==> config.mk <==
export PLATFORM = sky130hd
export DESIGN_NAME = csv_column_sum_average_flat
export DESIGN_NICKNAME = d
export VERILOG_FILES = /design/src/rtl/csvcsa_pkg.sv /design/src/rtl/csvcsa_if.sv /design/src/rtl/csv_column_sum_average.sv /design/src/rtl/csvcsa_ctrl.sv /design/src/rtl/csvcsa_dp.sv /design/src/flat_wrapper.sv
export SDC_FILE = /design/constraint.sdc
export NUM_CORES = 1
export LEC_CHECK = 0
export BUFFER_PORTS_ARGS = -buffer_cell sky130_fd_sc_hd__buf_2
export CAP_MARGIN = 5
export CORE_UTILIZATION = 44
export DETAILED_ROUTE_END_ITERATION = 10
export PLACE_DENSITY = 0.58
export SETUP_SLACK_MARGIN = 0.02
export SYNTH_ARGS = -nofsm -noshare
export SYNTH_HDL_FRONTEND = slang
export SYNTH_SLANG_ARGS = --single-unit
==> constraint.sdc <==
create_clock -name clk -period 9.35 [get_ports clk]
set_clock_uncertainty 0.15 [all_clocks]
set_input_delay 0.4675 -clock clk [delete_from_list [all_inputs] [get_ports clk]]
set_output_delay 0.4675 -clock clk [all_outputs]
set_load 0.1 [all_outputs]
==> src/rtl/csvcsa_pkg.sv <==
package csvcsa_pkg;

  // Field widths and fixed-point format
  localparam int FRAC_DIGITS     = 3;
  localparam int SUM_WIDTH       = 48;
  localparam int COUNT_WIDTH     = 32;
  localparam int FIELD_WIDTH     = 40;
  localparam int BYTE_WIDTH      = 8;
  localparam int COL_WIDTH       = 4;
  localparam int FRAC_CNT_WIDTH  = 3;
  localparam int CFG_INDEX_WIDTH = 4;
  localparam int CFG_DATA_WIDTH  = 8;
  localparam int DIV_CNT_WIDTH   = $clog2(SUM_WIDTH + 1);

  // Accumulator width: holds sum plus signed field value without overflow
  localparam int ACC_WIDTH = ((SUM_WIDTH > FIELD_WIDTH) ? SUM_WIDTH : FIELD_WIDTH) + 2;

  localparam logic [FIELD_WIDTH-1:0] FIELD_MAX = {FIELD_WIDTH{1'b1}};
  localparam logic [COUNT_WIDTH-1:0] COUNT_MAX = {COUNT_WIDTH{1'b1}};
  localparam logic [COL_WIDTH-1:0]   COMMAS_MAX = {COL_WIDTH{1'b1}};

  localparam logic signed [ACC_WIDTH-1:0] ACC_SUM_MAX =
    {{(ACC_WIDTH-SUM_WIDTH+1){1'b0}}, {(SUM_WIDTH-1){1'b1}}};
  localparam logic signed [ACC_WIDTH-1:0] ACC_SUM_MIN =
    {{(ACC_WIDTH-SUM_WIDTH+1){1'b1}}, {(SUM_WIDTH-1){1'b0}}};

  // Register reset values
  localparam logic [COL_WIDTH-1:0] COLUMN_INDEX_RESET = 4'd2;
  localparam logic                 SKIP_HEADER_RESET  = 1'b1;

  // Character codes
  localparam logic [BYTE_WIDTH-1:0] CH_COMMA   = 8'h2C;
  localparam logic [BYTE_WIDTH-1:0] CH_NEWLINE = 8'h0A;
  localparam logic [BYTE_WIDTH-1:0] CH_SPACE   = 8'h20;
  localparam logic [BYTE_WIDTH-1:0] CH_TAB     = 8'h09;
  localparam logic [BYTE_WIDTH-1:0] CH_PLUS    = 8'h2B;
  localparam logic [BYTE_WIDTH-1:0] CH_MINUS   = 8'h2D;
  localparam logic [BYTE_WIDTH-1:0] CH_POINT   = 8'h2E;
  localparam logic [BYTE_WIDTH-1:0] CH_ZERO    = 8'h30;
  localparam logic [BYTE_WIDTH-1:0] CH_NINE    = 8'h39;

  // Configuration register indexes
  typedef enum logic [CFG_INDEX_WIDTH-1:0] {
    REG_COLUMN_INDEX = 4'd0,
    REG_SKIP_HEADER  = 4'd1
  } cfg_reg_t;

  // Commands from controller to datapath
  typedef struct packed {
    logic byte_accept;
    logic scale_step;
    logic commit;
    logic div_load;
    logic div_step;
    logic finish;
  } csvcsa_cmd_t;

  // Status from datapath to controller
  typedef struct packed {
    logic need_commit;
    logic in_last;
    logic last_r;
    logic scale_more;
    logic div_done;
    logic out_free;
  } csvcsa_stat_t;

  // Multiply a field magnitude by ten, add a digit, saturate
  function automatic logic [FIELD_WIDTH-1:0] mul10_add(
    input logic [FIELD_WIDTH-1:0] f,
    input logic [3:0]             d
  );
    logic [FIELD_WIDTH+3:0] v;
    v = ({4'b0, f} << 3) + ({4'b0, f} << 1) + {{FIELD_WIDTH{1'b0}}, d};
    return (v > {4'b0, FIELD_MAX}) ? FIELD_MAX : v[FIELD_WIDTH-1:0];
  endfunction

endpackage

==> src/rtl/csvcsa_if.sv <==
interface csvcsa_in_if;
  import csvcsa_pkg::*;
  logic                  valid;
  logic                  ready;
  logic [BYTE_WIDTH-1:0] text_byte;
  logic                  end_of_text;
  modport source (output valid, output text_byte, output end_of_text, input ready);
  modport sink   (input valid, input text_byte, input end_of_text, output ready);
endinterface

interface csvcsa_out_if;
  import csvcsa_pkg::*;
  logic                        valid;
  logic                        ready;
  logic [COUNT_WIDTH-1:0]      row_total;
  logic signed [SUM_WIDTH-1:0] value_sum;
  logic signed [SUM_WIDTH-1:0] value_mean;
  logic                        mean_valid;
  modport source (output valid, output row_total, output value_sum, output value_mean,
                  output mean_valid, input ready);
  modport sink   (input valid, input row_total, input value_sum, input value_mean,
                  input mean_valid, output ready);
endinterface

interface csvcsa_cfg_if;
  import csvcsa_pkg::*;
  logic                       valid;
  logic                       ready;
  logic [CFG_INDEX_WIDTH-1:0] index;
  logic [CFG_DATA_WIDTH-1:0]  data;
  modport source (output valid, output index, output data, input ready);
  modport sink   (input valid, input index, input data, output ready);
endinterface

==> src/rtl/csv_column_sum_average.sv <==
// CSV column sum and average.
// in_ch takes one text byte per item with end_of_text on the last byte of a text.
// cfg_ch writes column_index (index 0) and skip_header (index 1); it is always
// ready and is meant to be written only while no text is in flight.
// out_ch gives one item per text: row count, saturated sum, mean truncated
// toward zero and a flag that is low when no data row was seen.
// Sequence: an ordinary byte is only accepted. A newline runs accept, then fraction
// scaling by ten one digit per cycle, then add.
// The last byte also runs the restoring divider, one quotient bit per cycle, before
// out_ch.valid rises; a row commit comes first when that byte closes a row.
// in_ch.ready is low while a row commit or the division runs.
// The result sits in an output register: the next text is accepted while it
// waits, and only a second result waits for out_ch.ready.
// Reset sets column_index to 2, skip_header to 1 and clears sum and count;
// after each result the stream state restarts the same way, registers kept.
module csv_column_sum_average (
  input logic          clk,
  input logic          rst_n,
  csvcsa_in_if.sink    in_ch,
  csvcsa_out_if.source out_ch,
  csvcsa_cfg_if.sink   cfg_ch
);
  import csvcsa_pkg::*;

  csvcsa_cmd_t  cmd;
  csvcsa_stat_t stat;
  logic         in_ready;

  assign in_ch.ready  = in_ready;
  assign cfg_ch.ready = 1'b1;

  csvcsa_ctrl u_ctrl (
    .clk      (clk),
    .rst_n    (rst_n),
    .in_valid (in_ch.valid),
    .in_ready (in_ready),
    .stat     (stat),
    .cmd      (cmd)
  );

  csvcsa_dp u_dp (
    .clk            (clk),
    .rst_n          (rst_n),
    .cmd            (cmd),
    .stat           (stat),
    .in_byte        (in_ch.text_byte),
    .in_last        (in_ch.end_of_text),
    .cfg_fire       (cfg_ch.valid),
    .cfg_index      (cfg_ch.index),
    .cfg_data       (cfg_ch.data),
    .out_ready      (out_ch.ready),
    .out_valid      (out_ch.valid),
    .out_row_total  (out_ch.row_total),
    .out_value_sum  (out_ch.value_sum),
    .out_value_mean (out_ch.value_mean),
    .out_mean_valid (out_ch.mean_valid)
  );

endmodule

==> src/rtl/csvcsa_ctrl.sv <==
module csvcsa_ctrl (
  input  logic                     clk,
  input  logic                     rst_n,
  input  logic                     in_valid,
  output logic                     in_ready,
  input  csvcsa_pkg::csvcsa_stat_t stat,
  output csvcsa_pkg::csvcsa_cmd_t  cmd
);
  import csvcsa_pkg::*;

  typedef enum logic [5:0] {
    S_IDLE  = 6'b000001,
    S_SCALE = 6'b000010,
    S_ADD   = 6'b000100,
    S_DIVLD = 6'b001000,
    S_DIV   = 6'b010000,
    S_DONE  = 6'b100000
  } state_t;

  state_t state_r, state_nxt;

  assign in_ready = (state_r == S_IDLE);

  // Sequence bytes, row commit, division and result hand-off
  always_comb begin
    state_nxt = state_r;
    cmd       = '0;
    unique case (state_r)
      S_IDLE: begin
        if (in_valid) begin
          cmd.byte_accept = 1'b1;
          if (stat.need_commit) begin
            state_nxt = S_SCALE;
          end else if (stat.in_last) begin
            state_nxt = S_DIVLD;
          end
        end
      end
      S_SCALE: begin
        if (stat.scale_more) begin
          cmd.scale_step = 1'b1;
        end else begin
          state_nxt = S_ADD;
        end
      end
      S_ADD: begin
        cmd.commit = 1'b1;
        state_nxt  = stat.last_r ? S_DIVLD : S_IDLE;
      end
      S_DIVLD: begin
        cmd.div_load = 1'b1;
        state_nxt    = S_DIV;
      end
      S_DIV: begin
        if (stat.div_done) begin
          state_nxt = S_DONE;
        end else begin
          cmd.div_step = 1'b1;
        end
      end
      S_DONE: begin
        // hold until the output register can take the result
        if (stat.out_free) begin
          cmd.finish = 1'b1;
          state_nxt  = S_IDLE;
        end
      end
      default: begin
        state_nxt = S_IDLE;
      end
    endcase
  end

  always_ff @(posedge clk) begin
    if (!rst_n) begin
      state_r <= S_IDLE;
    end else begin
      state_r <= state_nxt;
    end
  end

endmodule

==> src/rtl/csvcsa_dp.sv <==
module csvcsa_dp (
  input  logic                                    clk,
  input  logic                                    rst_n,
  input  csvcsa_pkg::csvcsa_cmd_t                 cmd,
  output csvcsa_pkg::csvcsa_stat_t                stat,
  input  logic [csvcsa_pkg::BYTE_WIDTH-1:0]       in_byte,
  input  logic                                    in_last,
  input  logic                                    cfg_fire,
  input  logic [csvcsa_pkg::CFG_INDEX_WIDTH-1:0]  cfg_index,
  input  logic [csvcsa_pkg::CFG_DATA_WIDTH-1:0]   cfg_data,
  input  logic                                    out_ready,
  output logic                                    out_valid,
  output logic [csvcsa_pkg::COUNT_WIDTH-1:0]      out_row_total,
  output logic signed [csvcsa_pkg::SUM_WIDTH-1:0] out_value_sum,
  output logic signed [csvcsa_pkg::SUM_WIDTH-1:0] out_value_mean,
  output logic                                    out_mean_valid
);
  import csvcsa_pkg::*;

  typedef enum logic [3:0] {
    PH_BEFORE = 4'b0001,
    PH_INT    = 4'b0010,
    PH_FRAC   = 4'b0100,
    PH_DONE   = 4'b1000
  } phase_t;

  // Configuration registers
  logic [COL_WIDTH-1:0] col_r, col_nxt;
  logic                 skip_r, skip_nxt;

  // Stream and field state
  logic                      hp_r, hp_nxt;
  logic [COL_WIDTH-1:0]      commas_r, commas_nxt;
  phase_t                    phase_r, phase_nxt;
  logic                      neg_r, neg_nxt;
  logic [FIELD_WIDTH-1:0]    field_r, field_nxt;
  logic [FRAC_CNT_WIDTH-1:0] frac_r, frac_nxt;
  logic [SUM_WIDTH-1:0]      sum_r, sum_nxt;
  logic [COUNT_WIDTH-1:0]    count_r, count_nxt;
  logic                      row_open_r, row_open_nxt;
  logic                      last_r, last_nxt;

  // Divider
  logic [SUM_WIDTH-1:0]     quot_r, quot_nxt;
  logic [COUNT_WIDTH-1:0]   rem_r, rem_nxt;
  logic [DIV_CNT_WIDTH-1:0] div_cnt_r, div_cnt_nxt;
  logic                     div_neg_r, div_neg_nxt;

  // Output register
  logic                          out_valid_r, out_valid_nxt;
  logic [COUNT_WIDTH-1:0]        row_total_r, row_total_nxt;
  logic signed [SUM_WIDTH-1:0]   value_sum_r, value_sum_nxt;
  logic signed [SUM_WIDTH-1:0]   value_mean_r, value_mean_nxt;
  logic                          mean_valid_r, mean_valid_nxt;

  // Combinational helpers
  logic                        is_digit;
  logic [3:0]                  digit_val;
  logic                        frac_room;
  logic signed [ACC_WIDTH-1:0] acc_val;
  logic signed [ACC_WIDTH-1:0] acc_sum;
  logic [COUNT_WIDTH:0]        div_trial;
  logic [SUM_WIDTH-1:0]        sum_mag;

  assign is_digit  = (in_byte >= CH_ZERO) && (in_byte <= CH_NINE);
  assign digit_val = 4'(in_byte - CH_ZERO);
  assign frac_room = (frac_r < FRAC_CNT_WIDTH'(FRAC_DIGITS));

  // Signed field value and saturating sum candidate
  assign acc_val = neg_r ? -$signed({{(ACC_WIDTH-FIELD_WIDTH){1'b0}}, field_r})
                         :  $signed({{(ACC_WIDTH-FIELD_WIDTH){1'b0}}, field_r});
  assign acc_sum = $signed({{(ACC_WIDTH-SUM_WIDTH){sum_r[SUM_WIDTH-1]}}, sum_r}) + acc_val;

  assign sum_mag   = sum_r[SUM_WIDTH-1] ? (~sum_r + 1'b1) : sum_r;
  assign div_trial = {rem_r, quot_r[SUM_WIDTH-1]};

  // Status to controller
  always_comb begin
    stat             = '0;
    stat.need_commit = hp_r ? (in_last && row_open_r)
                            : ((in_byte == CH_NEWLINE) || in_last);
    stat.in_last     = in_last;
    stat.last_r      = last_r;
    stat.scale_more  = frac_room;
    stat.div_done    = (div_cnt_r == DIV_CNT_WIDTH'(SUM_WIDTH));
    stat.out_free    = !out_valid_r || out_ready;
  end

  // Next-state logic for parser, accumulator, divider and output
  always_comb begin
    col_nxt        = col_r;
    skip_nxt       = skip_r;
    hp_nxt         = hp_r;
    commas_nxt     = commas_r;
    phase_nxt      = phase_r;
    neg_nxt        = neg_r;
    field_nxt      = field_r;
    frac_nxt       = frac_r;
    sum_nxt        = sum_r;
    count_nxt      = count_r;
    row_open_nxt   = row_open_r;
    last_nxt       = last_r;
    quot_nxt       = quot_r;
    rem_nxt        = rem_r;
    div_cnt_nxt    = div_cnt_r;
    div_neg_nxt    = div_neg_r;
    out_valid_nxt  = out_valid_r;
    row_total_nxt  = row_total_r;
    value_sum_nxt  = value_sum_r;
    value_mean_nxt = value_mean_r;
    mean_valid_nxt = mean_valid_r;

    // Parse one byte
    if (cmd.byte_accept) begin
      last_nxt = in_last;
      if (hp_r) begin
        if (in_byte == CH_NEWLINE) begin
          hp_nxt = 1'b0;
        end
      end else if (in_byte != CH_NEWLINE) begin
        row_open_nxt = 1'b1;
        if (in_byte == CH_COMMA) begin
          if (commas_r == col_r) begin
            phase_nxt = PH_DONE;
          end
          if (commas_r != COMMAS_MAX) begin
            commas_nxt = commas_r + 1'b1;
          end
        end else if (commas_r == col_r) begin
          unique case (phase_r)
            PH_BEFORE: begin
              priority if ((in_byte == CH_SPACE) || (in_byte == CH_TAB)) begin
                phase_nxt = PH_BEFORE;
              end else if ((in_byte == CH_PLUS) || (in_byte == CH_MINUS)) begin
                neg_nxt   = (in_byte == CH_MINUS);
                phase_nxt = PH_INT;
              end else if (is_digit) begin
                field_nxt = mul10_add(field_r, digit_val);
                phase_nxt = PH_INT;
              end else if (in_byte == CH_POINT) begin
                phase_nxt = PH_FRAC;
              end else begin
                phase_nxt = PH_DONE;
              end
            end
            PH_INT: begin
              priority if (is_digit) begin
                field_nxt = mul10_add(field_r, digit_val);
              end else if (in_byte == CH_POINT) begin
                phase_nxt = PH_FRAC;
              end else begin
                phase_nxt = PH_DONE;
              end
            end
            PH_FRAC: begin
              if (is_digit) begin
                if (frac_room) begin
                  field_nxt = mul10_add(field_r, digit_val);
                  frac_nxt  = frac_r + 1'b1;
                end
              end else begin
                phase_nxt = PH_DONE;
              end
            end
            default: begin
              phase_nxt = phase_r;
            end
          endcase
        end
      end
    end

    // Scale the field up to the full fraction digit count
    if (cmd.scale_step) begin
      field_nxt = mul10_add(field_r, 4'd0);
      frac_nxt  = frac_r + 1'b1;
    end

    // Add the row to the sum and count, then drop the field
    if (cmd.commit) begin
      priority if (acc_sum > ACC_SUM_MAX) begin
        sum_nxt = ACC_SUM_MAX[SUM_WIDTH-1:0];
      end else if (acc_sum < ACC_SUM_MIN) begin
        sum_nxt = ACC_SUM_MIN[SUM_WIDTH-1:0];
      end else begin
        sum_nxt = acc_sum[SUM_WIDTH-1:0];
      end
      if (count_r != COUNT_MAX) begin
        count_nxt = count_r + 1'b1;
      end
      commas_nxt   = '0;
      phase_nxt    = PH_BEFORE;
      neg_nxt      = 1'b0;
      field_nxt    = '0;
      frac_nxt     = '0;
      row_open_nxt = 1'b0;
    end

    // Start the magnitude division
    if (cmd.div_load) begin
      quot_nxt    = sum_mag;
      rem_nxt     = '0;
      div_cnt_nxt = '0;
      div_neg_nxt = sum_r[SUM_WIDTH-1];
    end

    // One quotient bit per cycle
    if (cmd.div_step) begin
      if (div_trial >= {1'b0, count_r}) begin
        rem_nxt  = COUNT_WIDTH'(div_trial - {1'b0, count_r});
        quot_nxt = {quot_r[SUM_WIDTH-2:0], 1'b1};
      end else begin
        rem_nxt  = div_trial[COUNT_WIDTH-1:0];
        quot_nxt = {quot_r[SUM_WIDTH-2:0], 1'b0};
      end
      div_cnt_nxt = div_cnt_r + 1'b1;
    end

    // Release a taken result
    if (out_valid_r && out_ready) begin
      out_valid_nxt = 1'b0;
    end

    // Load the result and restart the stream
    if (cmd.finish) begin
      out_valid_nxt  = 1'b1;
      row_total_nxt  = count_r;
      value_sum_nxt  = $signed(sum_r);
      mean_valid_nxt = (count_r != '0);
      if (count_r == '0) begin
        value_mean_nxt = '0;
      end else begin
        value_mean_nxt = div_neg_r ? $signed(-quot_r) : $signed(quot_r);
      end
      hp_nxt       = skip_r;
      sum_nxt      = '0;
      count_nxt    = '0;
      commas_nxt   = '0;
      phase_nxt    = PH_BEFORE;
      neg_nxt      = 1'b0;
      field_nxt    = '0;
      frac_nxt     = '0;
      row_open_nxt = 1'b0;
      last_nxt     = 1'b0;
    end

    // Register writes
    if (cfg_fire) begin
      unique case (cfg_index)
        REG_COLUMN_INDEX: begin
          col_nxt = cfg_data[COL_WIDTH-1:0];
        end
        REG_SKIP_HEADER: begin
          skip_nxt = cfg_data[0];
          hp_nxt   = cfg_data[0];
        end
        default: begin
          col_nxt = col_r;
        end
      endcase
    end
  end

  // Control and stream state
  always_ff @(posedge clk) begin
    if (!rst_n) begin
      col_r       <= COLUMN_INDEX_RESET;
      skip_r      <= SKIP_HEADER_RESET;
      hp_r        <= SKIP_HEADER_RESET;
      commas_r    <= '0;
      phase_r     <= PH_BEFORE;
      neg_r       <= 1'b0;
      field_r     <= '0;
      frac_r      <= '0;
      sum_r       <= '0;
      count_r     <= '0;
      row_open_r  <= 1'b0;
      last_r      <= 1'b0;
      div_cnt_r   <= '0;
      out_valid_r <= 1'b0;
    end else begin
      col_r       <= col_nxt;
      skip_r      <= skip_nxt;
      hp_r        <= hp_nxt;
      commas_r    <= commas_nxt;
      phase_r     <= phase_nxt;
      neg_r       <= neg_nxt;
      field_r     <= field_nxt;
      frac_r      <= frac_nxt;
      sum_r       <= sum_nxt;
      count_r     <= count_nxt;
      row_open_r  <= row_open_nxt;
      last_r      <= last_nxt;
      div_cnt_r   <= div_cnt_nxt;
      out_valid_r <= out_valid_nxt;
    end
  end

  // Payload registers
  always_ff @(posedge clk) begin
    quot_r       <= quot_nxt;
    rem_r        <= rem_nxt;
    div_neg_r    <= div_neg_nxt;
    row_total_r  <= row_total_nxt;
    value_sum_r  <= value_sum_nxt;
    value_mean_r <= value_mean_nxt;
    mean_valid_r <= mean_valid_nxt;
  end

  assign out_valid      = out_valid_r;
  assign out_row_total  = row_total_r;
  assign out_value_sum  = value_sum_r;
  assign out_value_mean = value_mean_r;
  assign out_mean_valid = mean_valid_r;

endmodule

==> src/flat_wrapper.sv <==
// flat-port wrapper written by rule: the top's interface ports become plain ports
module csv_column_sum_average_flat import csvcsa_pkg::*;
  (clk, rst_n, in_ch_valid, in_ch_text_byte, in_ch_end_of_text, in_ch_ready, out_ch_valid, out_ch_row_total, out_ch_value_sum, out_ch_value_mean, out_ch_mean_valid, out_ch_ready, cfg_ch_valid, cfg_ch_index, cfg_ch_data, cfg_ch_ready);
  csvcsa_in_if in_ch_i ();
  csvcsa_out_if out_ch_i ();
  csvcsa_cfg_if cfg_ch_i ();
  input logic clk;
  input logic rst_n;
  input wire logic [$bits(in_ch_i.valid)-1:0] in_ch_valid;
  input wire logic [$bits(in_ch_i.text_byte)-1:0] in_ch_text_byte;
  input wire logic [$bits(in_ch_i.end_of_text)-1:0] in_ch_end_of_text;
  output wire logic [$bits(in_ch_i.ready)-1:0] in_ch_ready;
  output wire logic [$bits(out_ch_i.valid)-1:0] out_ch_valid;
  output wire logic [$bits(out_ch_i.row_total)-1:0] out_ch_row_total;
  output wire logic [$bits(out_ch_i.value_sum)-1:0] out_ch_value_sum;
  output wire logic [$bits(out_ch_i.value_mean)-1:0] out_ch_value_mean;
  output wire logic [$bits(out_ch_i.mean_valid)-1:0] out_ch_mean_valid;
  input wire logic [$bits(out_ch_i.ready)-1:0] out_ch_ready;
  input wire logic [$bits(cfg_ch_i.valid)-1:0] cfg_ch_valid;
  input wire logic [$bits(cfg_ch_i.index)-1:0] cfg_ch_index;
  input wire logic [$bits(cfg_ch_i.data)-1:0] cfg_ch_data;
  output wire logic [$bits(cfg_ch_i.ready)-1:0] cfg_ch_ready;
  assign in_ch_i.valid = in_ch_valid;
  assign in_ch_i.text_byte = in_ch_text_byte;
  assign in_ch_i.end_of_text = in_ch_end_of_text;
  assign in_ch_ready = in_ch_i.ready;
  assign out_ch_valid = out_ch_i.valid;
  assign out_ch_row_total = out_ch_i.row_total;
  assign out_ch_value_sum = out_ch_i.value_sum;
  assign out_ch_value_mean = out_ch_i.value_mean;
  assign out_ch_mean_valid = out_ch_i.mean_valid;
  assign out_ch_i.ready = out_ch_ready;
  assign cfg_ch_i.valid = cfg_ch_valid;
  assign cfg_ch_i.index = cfg_ch_index;
  assign cfg_ch_i.data = cfg_ch_data;
  assign cfg_ch_ready = cfg_ch_i.ready;
  csv_column_sum_average u_core (.clk(clk), .rst_n(rst_n), .in_ch(in_ch_i), .out_ch(out_ch_i), .cfg_ch(cfg_ch_i));
endmodule
==> run metrics <==
Worst EP required ~9.6 ns; leakage power 0.0111 µW; gpl congestion 0.919; core region area 55200 µm²; core utilization of the finished layout 49.6%; commonest non-fill, non-tap cells in the layout sky130_fd_sc_hd__nand2_1, sky130_fd_sc_hd__o21ai_0, sky130_fd_sc_hd__nor2_1; number of failing setup endpoints in the final timing report 0; cell at the root of the clock tree sky130_fd_sc_hd__clkbuf_16; crit path time final just under 8 ns; RSZ-0062 raised after global routing false; clock tree sinks 363; largest net degree at the start of global routing 100; DRC violation total after the first TritonRoute iteration 1275; Vias/cell roughly 5.7; Longest Clk Path Bufs 3; clock tree from TritonCTS done; depth of the CTS H-tree 2; number of warnings printed during yosys synthesis 0; final net count approximately 3100; port buffer count between 150 and 200; final total negative setup slack 0 ns; worst hold margin approximately 0.034 ns; WL per Instance 17.8 µm; die outline area 57000 µm²; Setup crit end kind flop; Post-synth ARST share 0%; Flop pwr share 48.5%; number of vias after detailed routing 21030; summed instance area of the synthesized netlist about 25000 µm²; achievable clock frequency 129 MHz; Num CTS Buffers 40; cell with the largest stage delay on the worst path sky130_fd_sc_hd__nor2_2; worst vdd rail ir drop 0.000105 V; GRT Util Overall 22.8%; power per cell area 131 nW/µm²; grt met3 use between 2 and 3%; initial antenna violation count 0; Synth-to-Final Area Change 11.1%; flop and latch count out of synthesis 363; starting density of the core 44.7%; EDFF count, synth 210; clock latency reported for the late side of the worst-skew pair 0.57 ns; cell repeated most along the worst path sky130_fd_sc_hd__or4_1; detailed placement HPWL 49900 µm; cells after synthesis 2834; MaxCap Viol Count 0; DR DRC count 0; transition time of the tightest slew-check pin 1.15 ns; Top-Level Pins 158; clock input transition at the sequential cells of the worst setup and hold paths 0.06 ns; largest driver fanout on the critical path 22; antenna viol nets, final 0; part of the Yosys area used for sequential elements 38.0%; wire length reported by the detailed router 65900 µm; delay of the slowest critical-path stage 0.88 ns; P_int approximately 2800 µW; number of max-slew violations in the final report 0; Switching Share 23.2%; fraction of layout cells with a size suffix above 1 a little under a tenth; power share of the combinational group 6.8%; kind of start point of the critical path flop; ordered cell list for the critical path or4_1 -> nor4_2 -> nand4_1 -> nand2b_1 -> or4_1 -> or4_1 -> or4_1 -> o31a_1 -> ha_1 -> nand4_1 -> or3_1 -> o32a_1 -> o21ai_0 -> o221ai_1 -> o21a_1 -> xnor2_1 -> o21a_1 -> nor2_2 -> buf_4 -> a21oi_1; critical path class flop to flop; Power Total 3600 µW; die width 239 µm; number of endpoints with negative hold slack in the final report 0; worst min path class primary input to flop; global route total overflow 0; crit share post-route 83.0%; length of the first detailed-routing pass in iterations 5; die height 239 µm; relative slew slack between 20% and 30%; count of unique library cells instantiated by Yosys 83; WP buf/inv 1; power dissipated by switching net loads between 800 and 900 µW; Post-CTS Repair Setup Buffers 0; top cell family by delay on the critical path simple AND/OR/NAND/NOR gates; met1 global-route usage 32.9%; status complete, no violations; primary flip-flop cell chosen by synthesis mapping sky130_fd_sc_hd__edfxtp_1; most used routing layer met2; number of global-route vias before repair 19981; Mapped Nets 2997; commonest non-fill, non-tap cell in the layout sky130_fd_sc_hd__nand2_1; mean instance size in the synthesized netlist 8.70 µm²; GRT met2 Usage 35.8%; clock network fraction of design power 44.7%; critical path data arrival time 8.04 ns; number of placement rows 86; wire length of the first global-routing pass 105000 µm
## layout make-up
| class | instances | area, µm² |
|---|---|---|
| clock inverter | 23 | 280 |
| clock buffer | 49 | 1040 |
| timing repair buffer | 171 | 906 |
| inverter | 87 | 332 |
| fill | 5278 | 27800 |
| tap | 748 | 936 |
| antenna | 1 | 2.50 |
| multi-input combinational | 2260 | 14500 |
| sequential | 363 | 9370 |
## worst register-to-register path, delay by kind of cell (launching register included)
family          cells  cell delay (ns)
simple gates       10             4.74
compound gates      7             1.40
flops               1             0.41
xor+xnor            1             0.16
fa+ha+maj           1             0.42
buf+inv             1             0.37
## synthesized netlist by cell type, drive strengths merged, types with 32 or more instances
| master | n | area share, % |
|---|---|---|
| mux2i | 41 | 1.7 |
| inv | 87 | 1.3 |
| o31ai | 56 | 1.8 |
| or3 | 46 | 1.2 |
| ha | 133 | 6.7 |
| a21o | 77 | 2.3 |
| nand4 | 38 | 0.96 |
| edfxtp | 210 | 26 |
| nand2 | 322 | 4.9 |
| nor3 | 42 | 0.87 |
| and3 | 32 | 0.81 |
| a21oi | 196 | 4.0 |
| nand3 | 76 | 1.5 |
| xnor2 | 147 | 5.2 |
| dfxtp | 153 | 12 |
| xor2 | 115 | 4.1 |
| clkbuf | 110 | 1.7 |
| o21ai | 259 | 5.3 |
| or4 | 38 | 1.2 |
| nor2 | 251 | 3.8 |
## path summary, 6_finish.rpt
kind | startpoint | to | slack, ns | cells after the start
setup / recovery | u_core.u_dp.field_r[6] | u_core.u_dp.sum_r[31] | 1.59 | 20
setup reg to reg | u_core.u_dp.field_r[6] | u_core.u_dp.sum_r[31] | 1.59 | 20
hold / removal | cfg_ch_data[3] | u_core.u_dp.col_r[3] | 0.03 | 3
hold reg to reg | u_core.u_dp.neg_r | u_core.u_dp.neg_r | 0.32 | 2
## stage by stage
stage | std cells | setup WS [ns] | area [µm²]
floorplan | 2834 | 2.87 | 24700
detailed placement | 3628 | 1.60 | 26100
finish | 3702 | 1.59 | 27400
global route | 3701 | 1.18 | 27400
global placement | 3628 | 1.70 | 26100
CTS | 3701 | 1.57 | 27400
## sequential cells by signal (all words and copies together), names as in the netlist, 6 cells and up
| signal | cells |
|---|---|
| u_core.u_dp.sum_r | 48 |
| u_core.u_dp.quot_r | 48 |
| u_core.u_dp.out_value_mean | 48 |
| u_core.u_dp.out_value_sum | 48 |
| u_core.u_dp.field_r | 40 |
| u_core.u_dp.out_row_total | 32 |
| u_core.u_dp.rem_r | 32 |
| u_core.u_dp.div_cnt_r | 6 |
| u_core.u_dp.count_r | 32 |
| u_core.u_ctrl.state_r | 6 |
## power groups by stage
| stage | sequential, µW | combinational [µW] | clock (µW) |
|---|---|---|---|
| floorplan | 1770 | 193 | 0 |
| global placement | 1780 | 240 | 0 |
| detailed placement | 1780 | 243 | 0 |
| CTS | 1750 | 245 | 1660 |
| global route | 1750 | 271 | 1720 |
| finish | 1750 | 244 | 1610 |
## kinds of logic (layout without fill, tap and decap cells)
| logic type | after synthesis | after routing | synth area share [%] |
|---|---|---|---|
| AO/OA/AOI/OAI | 819 | 819 | 21.0 |
| buffers and inverters | 211 | 330 | 3.25 |
| adder cells (fa/ha/maj) | 137 | 137 | 7.07 |
| multiplexers | 43 | 43 | 1.76 |
| XOR/XNOR | 262 | 262 | 9.30 |
| AND/OR/NAND/NOR | 998 | 998 | 19.6 |
| other | 1 | 2 | 0.0152 |
| flip-flops | 363 | 363 | 38.0 |
## routing by layer
layer,vias up,part of all wire (%)
li1,10595,-
met1,9903,50
met2,441,44
met3,91,4.2
met4,0,2.4
met5,-,0
## repair_timing
action | 4_1_cts | 5_1_grt
hold endpoints to repair | 1 | 0
hold buffers | 1 | 0
gates resized for setup | 0 | 0
Power figures use the tool's default switching activity.
